File: config.mk
export PLATFORM = sky130hd
export DESIGN_NAME = greedy_polyline_simplifier_unit
export DESIGN_NICKNAME = d
export VERILOG_FILES = /design/src/design/gps_pkg.sv /design/src/design/greedy_polyline_simplifier_unit.sv
export SDC_FILE = /design/constraint.sdc
export NUM_CORES = 2
export LEC_CHECK = 0
export BUFFER_PORTS_ARGS = -buffer_cell sky130_fd_sc_hd__buf_2
export CELL_PAD_IN_SITES_DETAIL_PLACEMENT = 0
export CELL_PAD_IN_SITES_GLOBAL_PLACEMENT = 2
export CORE_AREA = 2 2 682 752
export DETAILED_ROUTE_END_ITERATION = 10
export DIE_AREA = 0 0 684 754
export PLACE_DENSITY_LB_ADDON = 0.12
export RECOVER_POWER = 50
export REMOVE_ABC_BUFFERS = 1
export SETUP_SLACK_MARGIN = 0.3
export SYNTH_ARGS = -nofsm -noshare
export SYNTH_HDL_FRONTEND = slang
export SYNTH_SLANG_ARGS = --single-unit
File: constraint.sdc
create_clock -name clk_i -period 11.63 [get_ports clk_i]
set_input_delay 0.5815 -clock clk_i [delete_from_list [all_inputs] [get_ports clk_i]]
set_output_delay 0.5815 -clock clk_i [all_outputs]
set_load 0.02 [all_outputs]
File: src/design/gps_pkg.sv
`timescale 1ns / 1ps
// Shared types and constants of the greedy polyline simplifier.
// No dependencies.
package gps_pkg;

  localparam int unsigned CoordW  = 16;          // one coordinate
  localparam int unsigned PointW  = 2 * CoordW;  // packed point, y above x
  localparam int unsigned MaxDevW = 16;          // deviation register

  // Sequencer states, one-hot.
  typedef enum logic [21:0] {
    ST_LOAD     = 22'h000001,
    ST_START    = 22'h000002,
    ST_MD2      = 22'h000004,
    ST_EMIT_RD  = 22'h000008,
    ST_EMIT_CAP = 22'h000010,
    ST_OUT      = 22'h000020,
    ST_SEARCH   = 22'h000040,
    ST_J_CAP    = 22'h000080,
    ST_LEN_X    = 22'h000100,
    ST_LEN_Y    = 22'h000200,
    ST_LEN_SUM  = 22'h000400,
    ST_RHS_LO   = 22'h000800,
    ST_RHS_HI   = 22'h001000,
    ST_RHS_SUM  = 22'h002000,
    ST_K_RD     = 22'h004000,
    ST_K_CAP    = 22'h008000,
    ST_CR1      = 22'h010000,
    ST_CR2      = 22'h020000,
    ST_CR3      = 22'h040000,
    ST_SQ_LO    = 22'h080000,
    ST_SQ_HI    = 22'h100000,
    ST_SQ_CMP   = 22'h200000
  } state_e;

endpackage

File: src/design/greedy_polyline_simplifier_unit.sv
`timescale 1ns / 1ps
// Greedy polyline simplifier: point store, shared multiplier and sequencer.
// Depends on gps_pkg.
//
//  channel   | direction | request fields
//  ----------+-----------+----------------------------------------------------
//  s_axis    | in        | tdata: point_x [15:0], point_y [31:16]; tlast: last
//  m_axis    | out       | tdata: kept_x [15:0], kept_y [31:16];
//            |           | tlast: end_of_path; tuser: overflowed
//  cfg       | in        | cfg_data_i: max_deviation
//
// Loading accepts one point per cycle; s_axis_tready is high only while loading.
// After the last point the sequencer squares max_deviation, then emits each kept point
// and waits on m_axis_tready. A shortcut test finds the candidate's squared length and
// then squares the cross product of each intermediate point, all through one shared
// 33x18 multiplier; a candidate that coincides with the anchor is skipped.
// Reset clears the sequencer, point count, overflow flag and deviation register.
module greedy_polyline_simplifier_unit #(
  parameter int unsigned MAX_POINTS = 64  // store depth, 3..64
) (
  input  logic                          clk_i,
  input  logic                          rst_ni,
  // input stream
  input  logic                          s_axis_tvalid,
  output logic                          s_axis_tready,
  input  logic [gps_pkg::PointW-1:0]    s_axis_tdata,   // point_x, point_y
  input  logic                          s_axis_tlast,   // last_point
  // output stream
  output logic                          m_axis_tvalid,
  input  logic                          m_axis_tready,
  output logic [gps_pkg::PointW-1:0]    m_axis_tdata,   // kept_x, kept_y
  output logic                          m_axis_tlast,   // end_of_path
  output logic                          m_axis_tuser,   // overflowed
  // configuration
  input  logic                          cfg_valid_i,
  output logic                          cfg_ready_o,
  input  logic [gps_pkg::MaxDevW-1:0]   cfg_data_i      // max_deviation
);
  import gps_pkg::*;

  localparam int unsigned AW = $clog2(MAX_POINTS);
  localparam int unsigned CW = $clog2(MAX_POINTS + 1);
  localparam int unsigned MA = 33;  // multiplier operand a
  localparam int unsigned MB = 18;  // multiplier operand b
  localparam int unsigned MP = MA + MB;
  localparam int unsigned WW = 66;  // squared-distance compare width

  // magnitude of a coordinate difference, always below 2^16
  function automatic logic [CoordW-1:0] mag16(input logic [CoordW:0] v);
    logic [CoordW:0] n;
    n = ~v + 1'b1;
    return v[CoordW] ? n[CoordW-1:0] : v[CoordW-1:0];
  endfunction

  state_e state_q, state_d;

  logic [PointW-1:0] mem [MAX_POINTS];
  logic [PointW-1:0] rd_q;
  logic [AW-1:0]     rd_addr;

  logic [CW-1:0]      cnt_q, cnt_d;
  logic               ovf_q, ovf_d;
  logic [MaxDevW-1:0] maxdev_q, maxdev_d;
  logic [31:0]        md2_q, md2_d;
  logic [CoordW-1:0]  ax_q, ax_d, ay_q, ay_d;
  logic [CoordW:0]    ux_q, ux_d, uy_q, uy_d, dx_q, dx_d, dy_q, dy_d;
  logic [32:0]        len2_q, len2_d;
  logic [WW-1:0]      rhs_q, rhs_d, sq_q, sq_d;
  logic [33:0]        cr_q, cr_d;
  logic [AW-1:0]      i_q, i_d, j_q, j_d, k_q, k_d, e_q, e_d;
  logic [MP-1:0]      mul_q, mul_d;
  logic [MA-1:0]      mul_a;
  logic [MB-1:0]      mul_b;

  logic               ov_q, ov_d;
  logic [PointW-1:0]  od_q, od_d;
  logic               ol_q, ol_d, ou_q, ou_d;

  logic               accept;
  logic [32:0]        len_sum;
  logic [WW-1:0]      wide_sum;
  logic [33:0]        prod_s, prod_n;
  logic [32:0]        cr_mag;
  logic [33:0]        cr_neg;

  assign accept        = s_axis_tvalid && s_axis_tready;
  assign s_axis_tready = (state_q == ST_LOAD);
  assign cfg_ready_o   = 1'b1;
  assign m_axis_tvalid = ov_q;
  assign m_axis_tdata  = od_q;
  assign m_axis_tlast  = ol_q;
  assign m_axis_tuser  = ou_q;

  assign len_sum  = len2_q + mul_q[32:0];
  assign prod_s   = {2'b00, mul_q[31:0]};
  assign prod_n   = ~prod_s + 1'b1;
  assign cr_neg   = ~cr_q + 1'b1;
  assign cr_mag   = cr_q[33] ? cr_neg[32:0] : cr_q[32:0];
  // partial product of the high operand slice, weight 2^18
  assign wide_sum = (state_q == ST_RHS_SUM ? rhs_q : sq_q) + {mul_q[47:0], 18'b0};

  // shared multiplier operand selection
  always_comb begin
    mul_a = '0;
    mul_b = '0;
    case (state_q)
      ST_START: begin
        mul_a = MA'(maxdev_q);
        mul_b = MB'(maxdev_q);
      end
      ST_LEN_X: begin
        mul_a = MA'(mag16(ux_q));
        mul_b = MB'(mag16(ux_q));
      end
      ST_LEN_Y: begin
        mul_a = MA'(mag16(uy_q));
        mul_b = MB'(mag16(uy_q));
      end
      ST_RHS_LO: begin
        mul_a = len2_q;
        mul_b = md2_q[17:0];
      end
      ST_RHS_HI: begin
        mul_a = len2_q;
        mul_b = MB'(md2_q[31:18]);
      end
      ST_CR1: begin
        mul_a = MA'(mag16(dx_q));
        mul_b = MB'(mag16(uy_q));
      end
      ST_CR2: begin
        mul_a = MA'(mag16(dy_q));
        mul_b = MB'(mag16(ux_q));
      end
      ST_SQ_LO: begin
        mul_a = cr_mag;
        mul_b = cr_mag[17:0];
      end
      ST_SQ_HI: begin
        mul_a = cr_mag;
        mul_b = MB'(cr_mag[32:18]);
      end
      default: begin
        mul_a = '0;
        mul_b = '0;
      end
    endcase
  end

  assign mul_d = MP'(mul_a) * MP'(mul_b);

  // sequencer
  always_comb begin
    state_d  = state_q;
    cnt_d    = cnt_q;
    ovf_d    = ovf_q;
    maxdev_d = cfg_valid_i ? cfg_data_i : maxdev_q;
    md2_d    = md2_q;
    ax_d     = ax_q;
    ay_d     = ay_q;
    ux_d     = ux_q;
    uy_d     = uy_q;
    dx_d     = dx_q;
    dy_d     = dy_q;
    len2_d   = len2_q;
    rhs_d    = rhs_q;
    sq_d     = sq_q;
    cr_d     = cr_q;
    i_d      = i_q;
    j_d      = j_q;
    k_d      = k_q;
    e_d      = e_q;
    ov_d     = ov_q;
    od_d     = od_q;
    ol_d     = ol_q;
    ou_d     = ou_q;
    rd_addr  = e_q;

    case (state_q)
      ST_LOAD: begin
        if (accept) begin
          if (cnt_q < CW'(MAX_POINTS)) cnt_d = cnt_q + 1'b1;
          else                          ovf_d = 1'b1;
          if (s_axis_tlast) state_d = ST_START;
        end
      end
      ST_START: state_d = ST_MD2;  // max_deviation squared
      ST_MD2: begin
        md2_d   = mul_q[31:0];
        e_d     = '0;
        state_d = ST_EMIT_RD;
      end
      ST_EMIT_RD: begin
        rd_addr = e_q;
        state_d = ST_EMIT_CAP;
      end
      ST_EMIT_CAP: begin
        // emitted point becomes the anchor
        ov_d    = 1'b1;
        od_d    = rd_q;
        ol_d    = (CW'(e_q) == cnt_q - 1'b1);
        ou_d    = ovf_q;
        ax_d    = rd_q[CoordW-1:0];
        ay_d    = rd_q[PointW-1:CoordW];
        i_d     = e_q;
        j_d     = AW'(cnt_q - 1'b1);
        state_d = ST_OUT;
      end
      ST_OUT: begin
        if (m_axis_tready) begin
          ov_d = 1'b0;
          if (ol_q) begin
            cnt_d   = '0;
            ovf_d   = 1'b0;
            state_d = ST_LOAD;
          end else begin
            state_d = ST_SEARCH;
          end
        end
      end
      ST_SEARCH: begin
        rd_addr = j_q;
        if ({1'b0, j_q} > ({1'b0, i_q} + (AW+1)'(1))) begin
          state_d = ST_J_CAP;
        end else begin
          // nothing farther qualified: take the next point
          e_d     = i_q + 1'b1;
          state_d = ST_EMIT_RD;
        end
      end
      ST_J_CAP: begin
        ux_d    = {rd_q[CoordW-1], rd_q[CoordW-1:0]} - {ax_q[CoordW-1], ax_q};
        uy_d    = {rd_q[PointW-1], rd_q[PointW-1:CoordW]} - {ay_q[CoordW-1], ay_q};
        state_d = ST_LEN_X;
      end
      ST_LEN_X: state_d = ST_LEN_Y;
      ST_LEN_Y: begin
        len2_d  = mul_q[32:0];
        state_d = ST_LEN_SUM;
      end
      ST_LEN_SUM: begin
        len2_d = len_sum;
        if (len_sum == '0) begin
          // candidate coincides with the anchor
          j_d     = j_q - 1'b1;
          state_d = ST_SEARCH;
        end else begin
          state_d = ST_RHS_LO;
        end
      end
      ST_RHS_LO: state_d = ST_RHS_HI;
      ST_RHS_HI: begin
        rhs_d   = WW'(mul_q);
        state_d = ST_RHS_SUM;
      end
      ST_RHS_SUM: begin
        rhs_d   = wide_sum;
        k_d     = i_q + 1'b1;
        state_d = ST_K_RD;
      end
      ST_K_RD: begin
        rd_addr = k_q;
        if (k_q == j_q) begin
          // all intermediate points within bounds
          e_d     = j_q;
          state_d = ST_EMIT_RD;
        end else begin
          state_d = ST_K_CAP;
        end
      end
      ST_K_CAP: begin
        dx_d    = {rd_q[CoordW-1], rd_q[CoordW-1:0]} - {ax_q[CoordW-1], ax_q};
        dy_d    = {rd_q[PointW-1], rd_q[PointW-1:CoordW]} - {ay_q[CoordW-1], ay_q};
        state_d = ST_CR1;
      end
      ST_CR1: state_d = ST_CR2;
      ST_CR2: begin
        cr_d    = (dx_q[CoordW] ^ uy_q[CoordW]) ? prod_n : prod_s;
        state_d = ST_CR3;
      end
      ST_CR3: begin
        cr_d    = (dy_q[CoordW] ^ ux_q[CoordW]) ? cr_q + prod_s : cr_q - prod_s;
        state_d = ST_SQ_LO;
      end
      ST_SQ_LO: state_d = ST_SQ_HI;
      ST_SQ_HI: begin
        sq_d    = WW'(mul_q);
        state_d = ST_SQ_CMP;
      end
      ST_SQ_CMP: begin
        if (wide_sum > rhs_q) begin
          j_d     = j_q - 1'b1;
          state_d = ST_SEARCH;
        end else begin
          k_d     = k_q + 1'b1;
          state_d = ST_K_RD;
        end
      end
      default: state_d = ST_LOAD;
    endcase
  end

  // point store, one write and one registered read port
  always_ff @(posedge clk_i) begin
    if (accept && (cnt_q < CW'(MAX_POINTS))) mem[cnt_q[AW-1:0]] <= s_axis_tdata;
    rd_q <= mem[rd_addr];
  end

  always_ff @(posedge clk_i or negedge rst_ni) begin
    if (!rst_ni) begin
      state_q  <= ST_LOAD;
      cnt_q    <= '0;
      ovf_q    <= 1'b0;
      maxdev_q <= '0;
      ov_q     <= 1'b0;
    end else begin
      state_q  <= state_d;
      cnt_q    <= cnt_d;
      ovf_q    <= ovf_d;
      maxdev_q <= maxdev_d;
      ov_q     <= ov_d;
    end
  end

  always_ff @(posedge clk_i) begin
    md2_q  <= md2_d;
    ax_q   <= ax_d;
    ay_q   <= ay_d;
    ux_q   <= ux_d;
    uy_q   <= uy_d;
    dx_q   <= dx_d;
    dy_q   <= dy_d;
    len2_q <= len2_d;
    rhs_q  <= rhs_d;
    sq_q   <= sq_d;
    cr_q   <= cr_d;
    i_q    <= i_d;
    j_q    <= j_d;
    k_q    <= k_d;
    e_q    <= e_d;
    mul_q  <= mul_d;
    od_q   <= od_d;
    ol_q   <= ol_d;
    ou_q   <= ou_d;
  end

endmodule
Word level (Yosys, flattened, before mapping)

Memory sizes are Yosys's and may differ from the RTL's. A register that Yosys moved wholly into a read port is not among the register bits.
Cells that the tools add are included.

Memories kept: 1
ROM bits: 0
Logic and storage cells: 157
Flip-flop bits (word level): 472
Bits in latches: 0
Bits of input ports: 54
Bits in writable memories: 2048

Eq/ne operators: 35
Bitwise gates (word level): 8
Multiply operators: 1
Add/subtract/negate cells: 18
Muxes and demuxes: 45
Order comparisons: 3
Reductions and logical operators: 22
Shifts and indexed selects: 0
Divide/modulo/power cells: 0

Memory list:

| name | words | width | read ports | clocked after Yosys merged registers in | write ports | line                                  | source |
|---|---|---|---|---|---|---|---|
| mem  | 64    | 32    | 1          | 1                                       | 1           | greedy_polyline_simplifier_unit.sv:57 | `logic [PointW-1:0] mem [MAX_POINTS];` |

Operators with widths:

| kind                                                             | number |
|---|---|
| 22-bit case mux with 22 select lines                             | 1 |
| 33-bit case mux with 7 select lines                              | 1 |
| 66-bit case mux with 2 select lines                              | 1 |
| 18-bit case mux with 7 select lines                              | 1 |
| 16-bit two-way mux                                               | 5 |
| 34-bit two-way mux                                               | 2 |
| 34-bit case mux with 2 select lines                              | 1 |
| 66-bit adder                                                     | 1 |
| 66-bit > comparator                                              | 1 |
| 22-bit two-way mux                                               | 3 |
| 66-bit two-way mux                                               | 1 |
| 33-bit case mux with 2 select lines                              | 1 |
| 16-bit by 1-bit adder with 16-bit output (second input constant) | 4 |
| 16-bit inverter                                                  | 4 |
| 33-bit by 18-bit multiplier with 51-bit output                   | 1 |
| 6-bit case mux with 3 select lines                               | 2 |
| 7-bit two-way mux                                                | 5 |
| 34-bit by 1-bit adder with 34-bit output (second input constant) | 1 |
| 34-bit by 32-bit adder with 34-bit output                        | 1 |
| 32-bit inverter with 34-bit output                               | 1 |
| 16-bit by 16-bit subtractor with 17-bit output                   | 2 |
| 34-bit by 32-bit subtractor with 34-bit output                   | 1 |
| 33-bit by 1-bit adder with 33-bit output (second input constant) | 1 |
| 33-bit adder                                                     | 1 |
| other kinds (52)                                                 | 89 |

Longest topological paths before layout

Depth in word-level cells: 6
Gate-level depth with buffers: 41

Worst setup path after synthesis

Ideal clock, no wire load.

Path type: flip-flop to flip-flop
Start: register state_q[7]
End: register mul_q[42]
Setup time: 127 ps
Clock period less this slack: 9344 ps
Buffers on the path: 3
Data required time: 11503 ps
Cell stages (with the launch flop): 36
Setup slack: 2286 ps
Arrival time: 9217 ps
Cell sequence: dfrtp_1 nor3_1 nor4b_1 nand4_1 nor3_1 nand3b_1 inv_1 nor2_1 clkbuf_1 o21ai_0 a2111oi_0 o21ai_1 clkbuf_1 nand2_1 fa_1 fa_1 fa_1 inv_1 fa_1 fa_1 fa_1 ha_1 clkbuf_1 a211oi_1 o21ai_0 a211oi_1 o21ai_0 a21oi_1 a211oi_1 nand2b_1 o21a_1 nor2_1 o21ai_0 a21oi_1 o21ai_0 xor2_1

Longest elaborated chain between the ends: 4

Ends and longest elaborated chain:

| item                                                                                       | line                                   | source |
|---|---|---|
| from (decl)                                                                                | greedy_polyline_simplifier_unit.sv:55  | `state_e state_q, state_d;` |
| from (signal assigned)                                                                     | greedy_polyline_simplifier_unit.sv:317 | `state_q <= state_d;` |
| 22-bit by 21-bit equality test with 1-bit output, or another cell as far along             | greedy_polyline_simplifier_unit.sv:106 | `case (state_q)` |
| 2-bit OR reduction (no line)                                                               | --                                     |  |
| 33-bit case mux with 7 select lines or 18-bit case mux with 7 select lines (tied branches) | greedy_polyline_simplifier_unit.sv:106 |  |
| 33-bit by 18-bit multiplier with 51-bit output *                                           | greedy_polyline_simplifier_unit.sv:150 | `assign mul_d = MP'(mul_a) * MP'(mul_b);` |
| named net mul_d[42]                                                                        | greedy_polyline_simplifier_unit.sv:71  | `logic [MP-1:0] mul_q, mul_d;` |
| to (signal assigned)                                                                       | greedy_polyline_simplifier_unit.sv:341 | `mul_q <= mul_d;` |
| to (decl)                                                                                  | greedy_polyline_simplifier_unit.sv:71  |  |

The timed path passes the listed nets; every way through them passes the cells marked *.
A chain may end at the register's enable or synchronous reset.

Worst setup path in the final report

Start: register state_q[12]
End: register mul_q[42]

Same word-level chain as after synthesis.

==> summary.md <==
| Metric | Value |
|---|---|
| Final cell count without fillers | 16270 |
| Tmin final | about 11000 ps |
| Post-route setup slack | roughly 850 ps |
| Switching portion of total power | 0.229 |
| Fillers | between 50000 and 60000 |
| Reg-to-Reg End | mul_q[42] |
| Drt first pass iters | 8 |
| Worst path slowest cell | nor3_2 |
| Mapped Area | about 130000 um^2 |
| # clock sinks | roughly 2500 |
| Vias/cell | 4.64 |
| Hold path depth | 2 |
| Internal power | around 16 mW |
| Final setup viols | 0 |
| Hold path endpoint | maxdev_q[5] |
| HPWL Detailed | a little over 300 mm |
| Post-Layout Inst Area | 147000 um^2 |
| Worst Max-Slew Pin Slew | around 3900 ps |
| H-tree depth | 5 |
| Startpoint Class | register |
| Post-synth top area share | 0.567 |
| Register share of total power | 0.497 |
| Register area share after synthesis | 0.589 |
| Post-synth top flop | edfxtp_1 |
| Layout area overhead | 16.0% |
| Die H | ~750 um |
| 1st-iter DRT viols | around 6000 |
| Initial antenna violation count | 57 |
| CTS tree | done |
| Vias in the first global route | 80149 |
| CP max stage delay | between 700 and 800 ps |
| Routed via count | 75485 |
| Initial Utilization | 0.249 |
| First-pass GRT wire length | approximately 650 mm |
| Gate power share | 0.042 |
| Dominant cell type by area after synthesis | edfxtp_1 |
| Clk pwr share | 0.461 |
| Synth Area per Inst | roughly 14 um^2 |
| Clock root cell | clkbuf_16 |
| Post-Syn Instances | 8901 |
| Number of placed I/O pins | 91 |
| Final worst-path cycle share | 0.927 |
| Worst Hold Class | in -> reg |
| Worst slew margin | -1.61 |
| DRC | 0 |
| Reg-to-reg critical path startpoint | state_q[12] |
| Type of destination of the critical path | register |
| Chip Width | 684 um |
| Fin nets | ~10000 |
| Unrepaired setup endpoints after global routing | no |
| Count of cell types in the netlist | 82 |
| Required @ worst endpoint | between 10000 and 15000 ps |
| Failing checks | capacitance limit, slew limit |
| EDFF count, synth | between 2000 and 2500 |
| Post-synth ARST share | 0.0187 |
| Global route overflow | 0 |
| Reg2reg setup slack | 850 ps |
| Share of cells above drive strength 1 | 0.146 |
| PwrDens | about 140 nW/um^2 |
| YS warnings | 0 |
| Maximum clock insertion buffer count | 4 |
| Drt wl/cell | just under 30 um |
| Final hold viol count | 0 |
| Total CTS buffers | a little over 300 |
| Port-buffer cells | roughly 90 |
| Dpl cells | 15673 |
| Worst-path clk slew | about 70 ps |
| LEAKAGE | between 50 and 60 nW |
| GPL Wtd Cong | between 0.8 and 0.9 |
| Synth top area cells | edfxtp_1, mux4_2, fa_1 |
| Clock Skew | about 76 ps |
| Cell mode on critical path | fa_1 |
| WS Path Type | reg -> reg |
| Psw | 4.71 mW |
| Hold path start | cfg_data_i[5] |
| Core Footprint | approximately 500000 um^2 |
| Fin util | 0.289 |
| CP arrival | approximately 12000 ps |
| Worst skew pair latency | 960 ps |
| Max Transition Viols Final | about 2500 |
| Setup WS pre-CTS | between 900 and 1000 ps |
| Status | finished, violations left |
| Peak VDD IR | just over 0.1 mV |
| R2R cell count | 36 |
| Placed instance area | 137000 um^2 |
| Die ar. | 516000 um^2 |
| Max-Cap Viols | 45 |
| FP Rows | 275 |
| Post-synthesis register bit count | 2520 |
| Post-Route WL | roughly 470 mm |
| Largest fanout on the critical path | 21 |
| Post-route ant nets | 0 |
| FMAX | 92.7 MHz |
| Pin count of the biggest net entering global routing | around 120 |
| Total track usage | 0.179 |
[cell usage in the layout (no fill, tap or decap), types with 216 or more instances in the layout]
cell type	instances
mux4_2	512
clkbuf_16	316
ha_1	352
edfxtp_1	2390
nand2_1	1136
nor2_1	472
o21ai_0	305
inv_1	713
fa_1	501
buf_4	216
[registers in the layout (all words and copies together) (netlist names), 15 cells and up]
register	flops
dy_q	17
mul_q	51
rhs_q	66
uy_q	17
mem	2048
cr_q	34
ay_q	16
ax_q	15
rd_q	32
md2_q	32
sq_q	51
len2_q	33
maxdev_q	16
state_q	22
ux_q	17
dx_q	17
[metrics by stage]
step | hold WS, ps | power [mW] | setup TNS [ps]
3_3_place_gp | 430 | 11.2 | 0
2_1_floorplan | 286 | 10.7 | -379730
4_1_cts | 5.94 | 20.8 | 0
6_report | 62.3 | 20.5 | 0
3_5_place_dp | 424 | 11.2 | 0
5_1_grt | 2.14 | 21.2 | 0
[kinds of logic after synthesis]
family,after synthesis,synth area share
flops,2520,0.589
simple gates,2343,0.0812
buf+inv,1130,0.0347
compound gates,1047,0.0535
fa+ha+maj,853,0.114
mux,679,0.105
xor+xnor,328,0.0227
other cells,1,0.0000296
[worst max path at each step]
stage / startpoint / to / slack (ps) / cells after the start
6_report: state_q[12] / mul_q[42] / 850 / 36
5_1_grt: state_q[9] / mul_q[42] / 310 / 38
4_1_cts: cr_q[7] / mul_q[48] / 880 / 32
3_5_place_dp: cr_q[0] / mul_q[48] / 930 / 35
3_3_place_gp: cr_q[7] / mul_q[48] / 910 / 32
2_1_floorplan: state_q[16] / rd_q[0] / -11870 / 12
[power groups by stage]
stage / logic (mW) / registers (mW) / clock network, mW
6_report: 0.852 / 10.2 / 9.47
5_1_grt: 0.925 / 10.2 / 10.1
3_5_place_dp: 0.881 / 10.4 / 0
3_3_place_gp: 0.870 / 10.4 / 0
4_1_cts: 0.888 / 10.2 / 9.77
2_1_floorplan: 0.351 / 10.3 / 0
[area by class of cell]
type | instances | area, um^2 | area share
Tap cell | 6786 | 8490 | 0.0578
Multi-Input combinational cell | 5251 | 48500 | 0.330
Inverter | 718 | 2700 | 0.0184
Clock buffer | 394 | 8300 | 0.0565
Clock inverter | 152 | 1470 | 0.0100
Antenna cell | 37 | 92.6 | 0.000631
Sequential cell | 2520 | 74600 | 0.508
Timing Repair Buffer | 412 | 2720 | 0.0185
[per-layer routing]
metal  track usage  wire length, um
met1         0.227           196000
met2         0.322           240000
met3        0.0216            19500
met4        0.0438            12200
met5             0               23
[critical path: cells and delay by family, from the launching register on]
kind                       cells  cell delay, ps
AOI/OAI and AO/OA             10            2260
adders and majority gates      7            3400
xor gates and xnor gates       1             160
DFF                            1             440
buffers and inverters          8            2350
and+or+nand+nor               10            2030
[repair_timing]
action,4_1_cts,5_1_grt
endpoints found under the setup margin,0,3
hold buffers,14,0
hold endpoints to repair,59,0
buffers inserted,0,0
resized for setup,0,1
[synthesized netlist by cell type, drive strengths merged (17+ instances only)]
cell type and n:
nor2b 73, mux2 31, inv 714, nand4 33, nor2 540, nor3b 17, o21ai 327, dfrtp 46
a31oi 24, or3 34, xor2 166, and3 20, a211oi 19, nand2 1140, o21a 39, a21boi 30
buf 134, a32oi 32, mux2i 136, nor3 73, fa 501, or4 21, edfxtp 2390, and2 70
a21o 114, ha 352, mux4 512, a21oi 211, dfxtp 83, nand2b 62, xnor2 162, o21bai 23
o31ai 29, o221ai 43, clkbuf 278, nor4 27, nand3 186
Note: power is estimated with default switching activity, not from simulation.
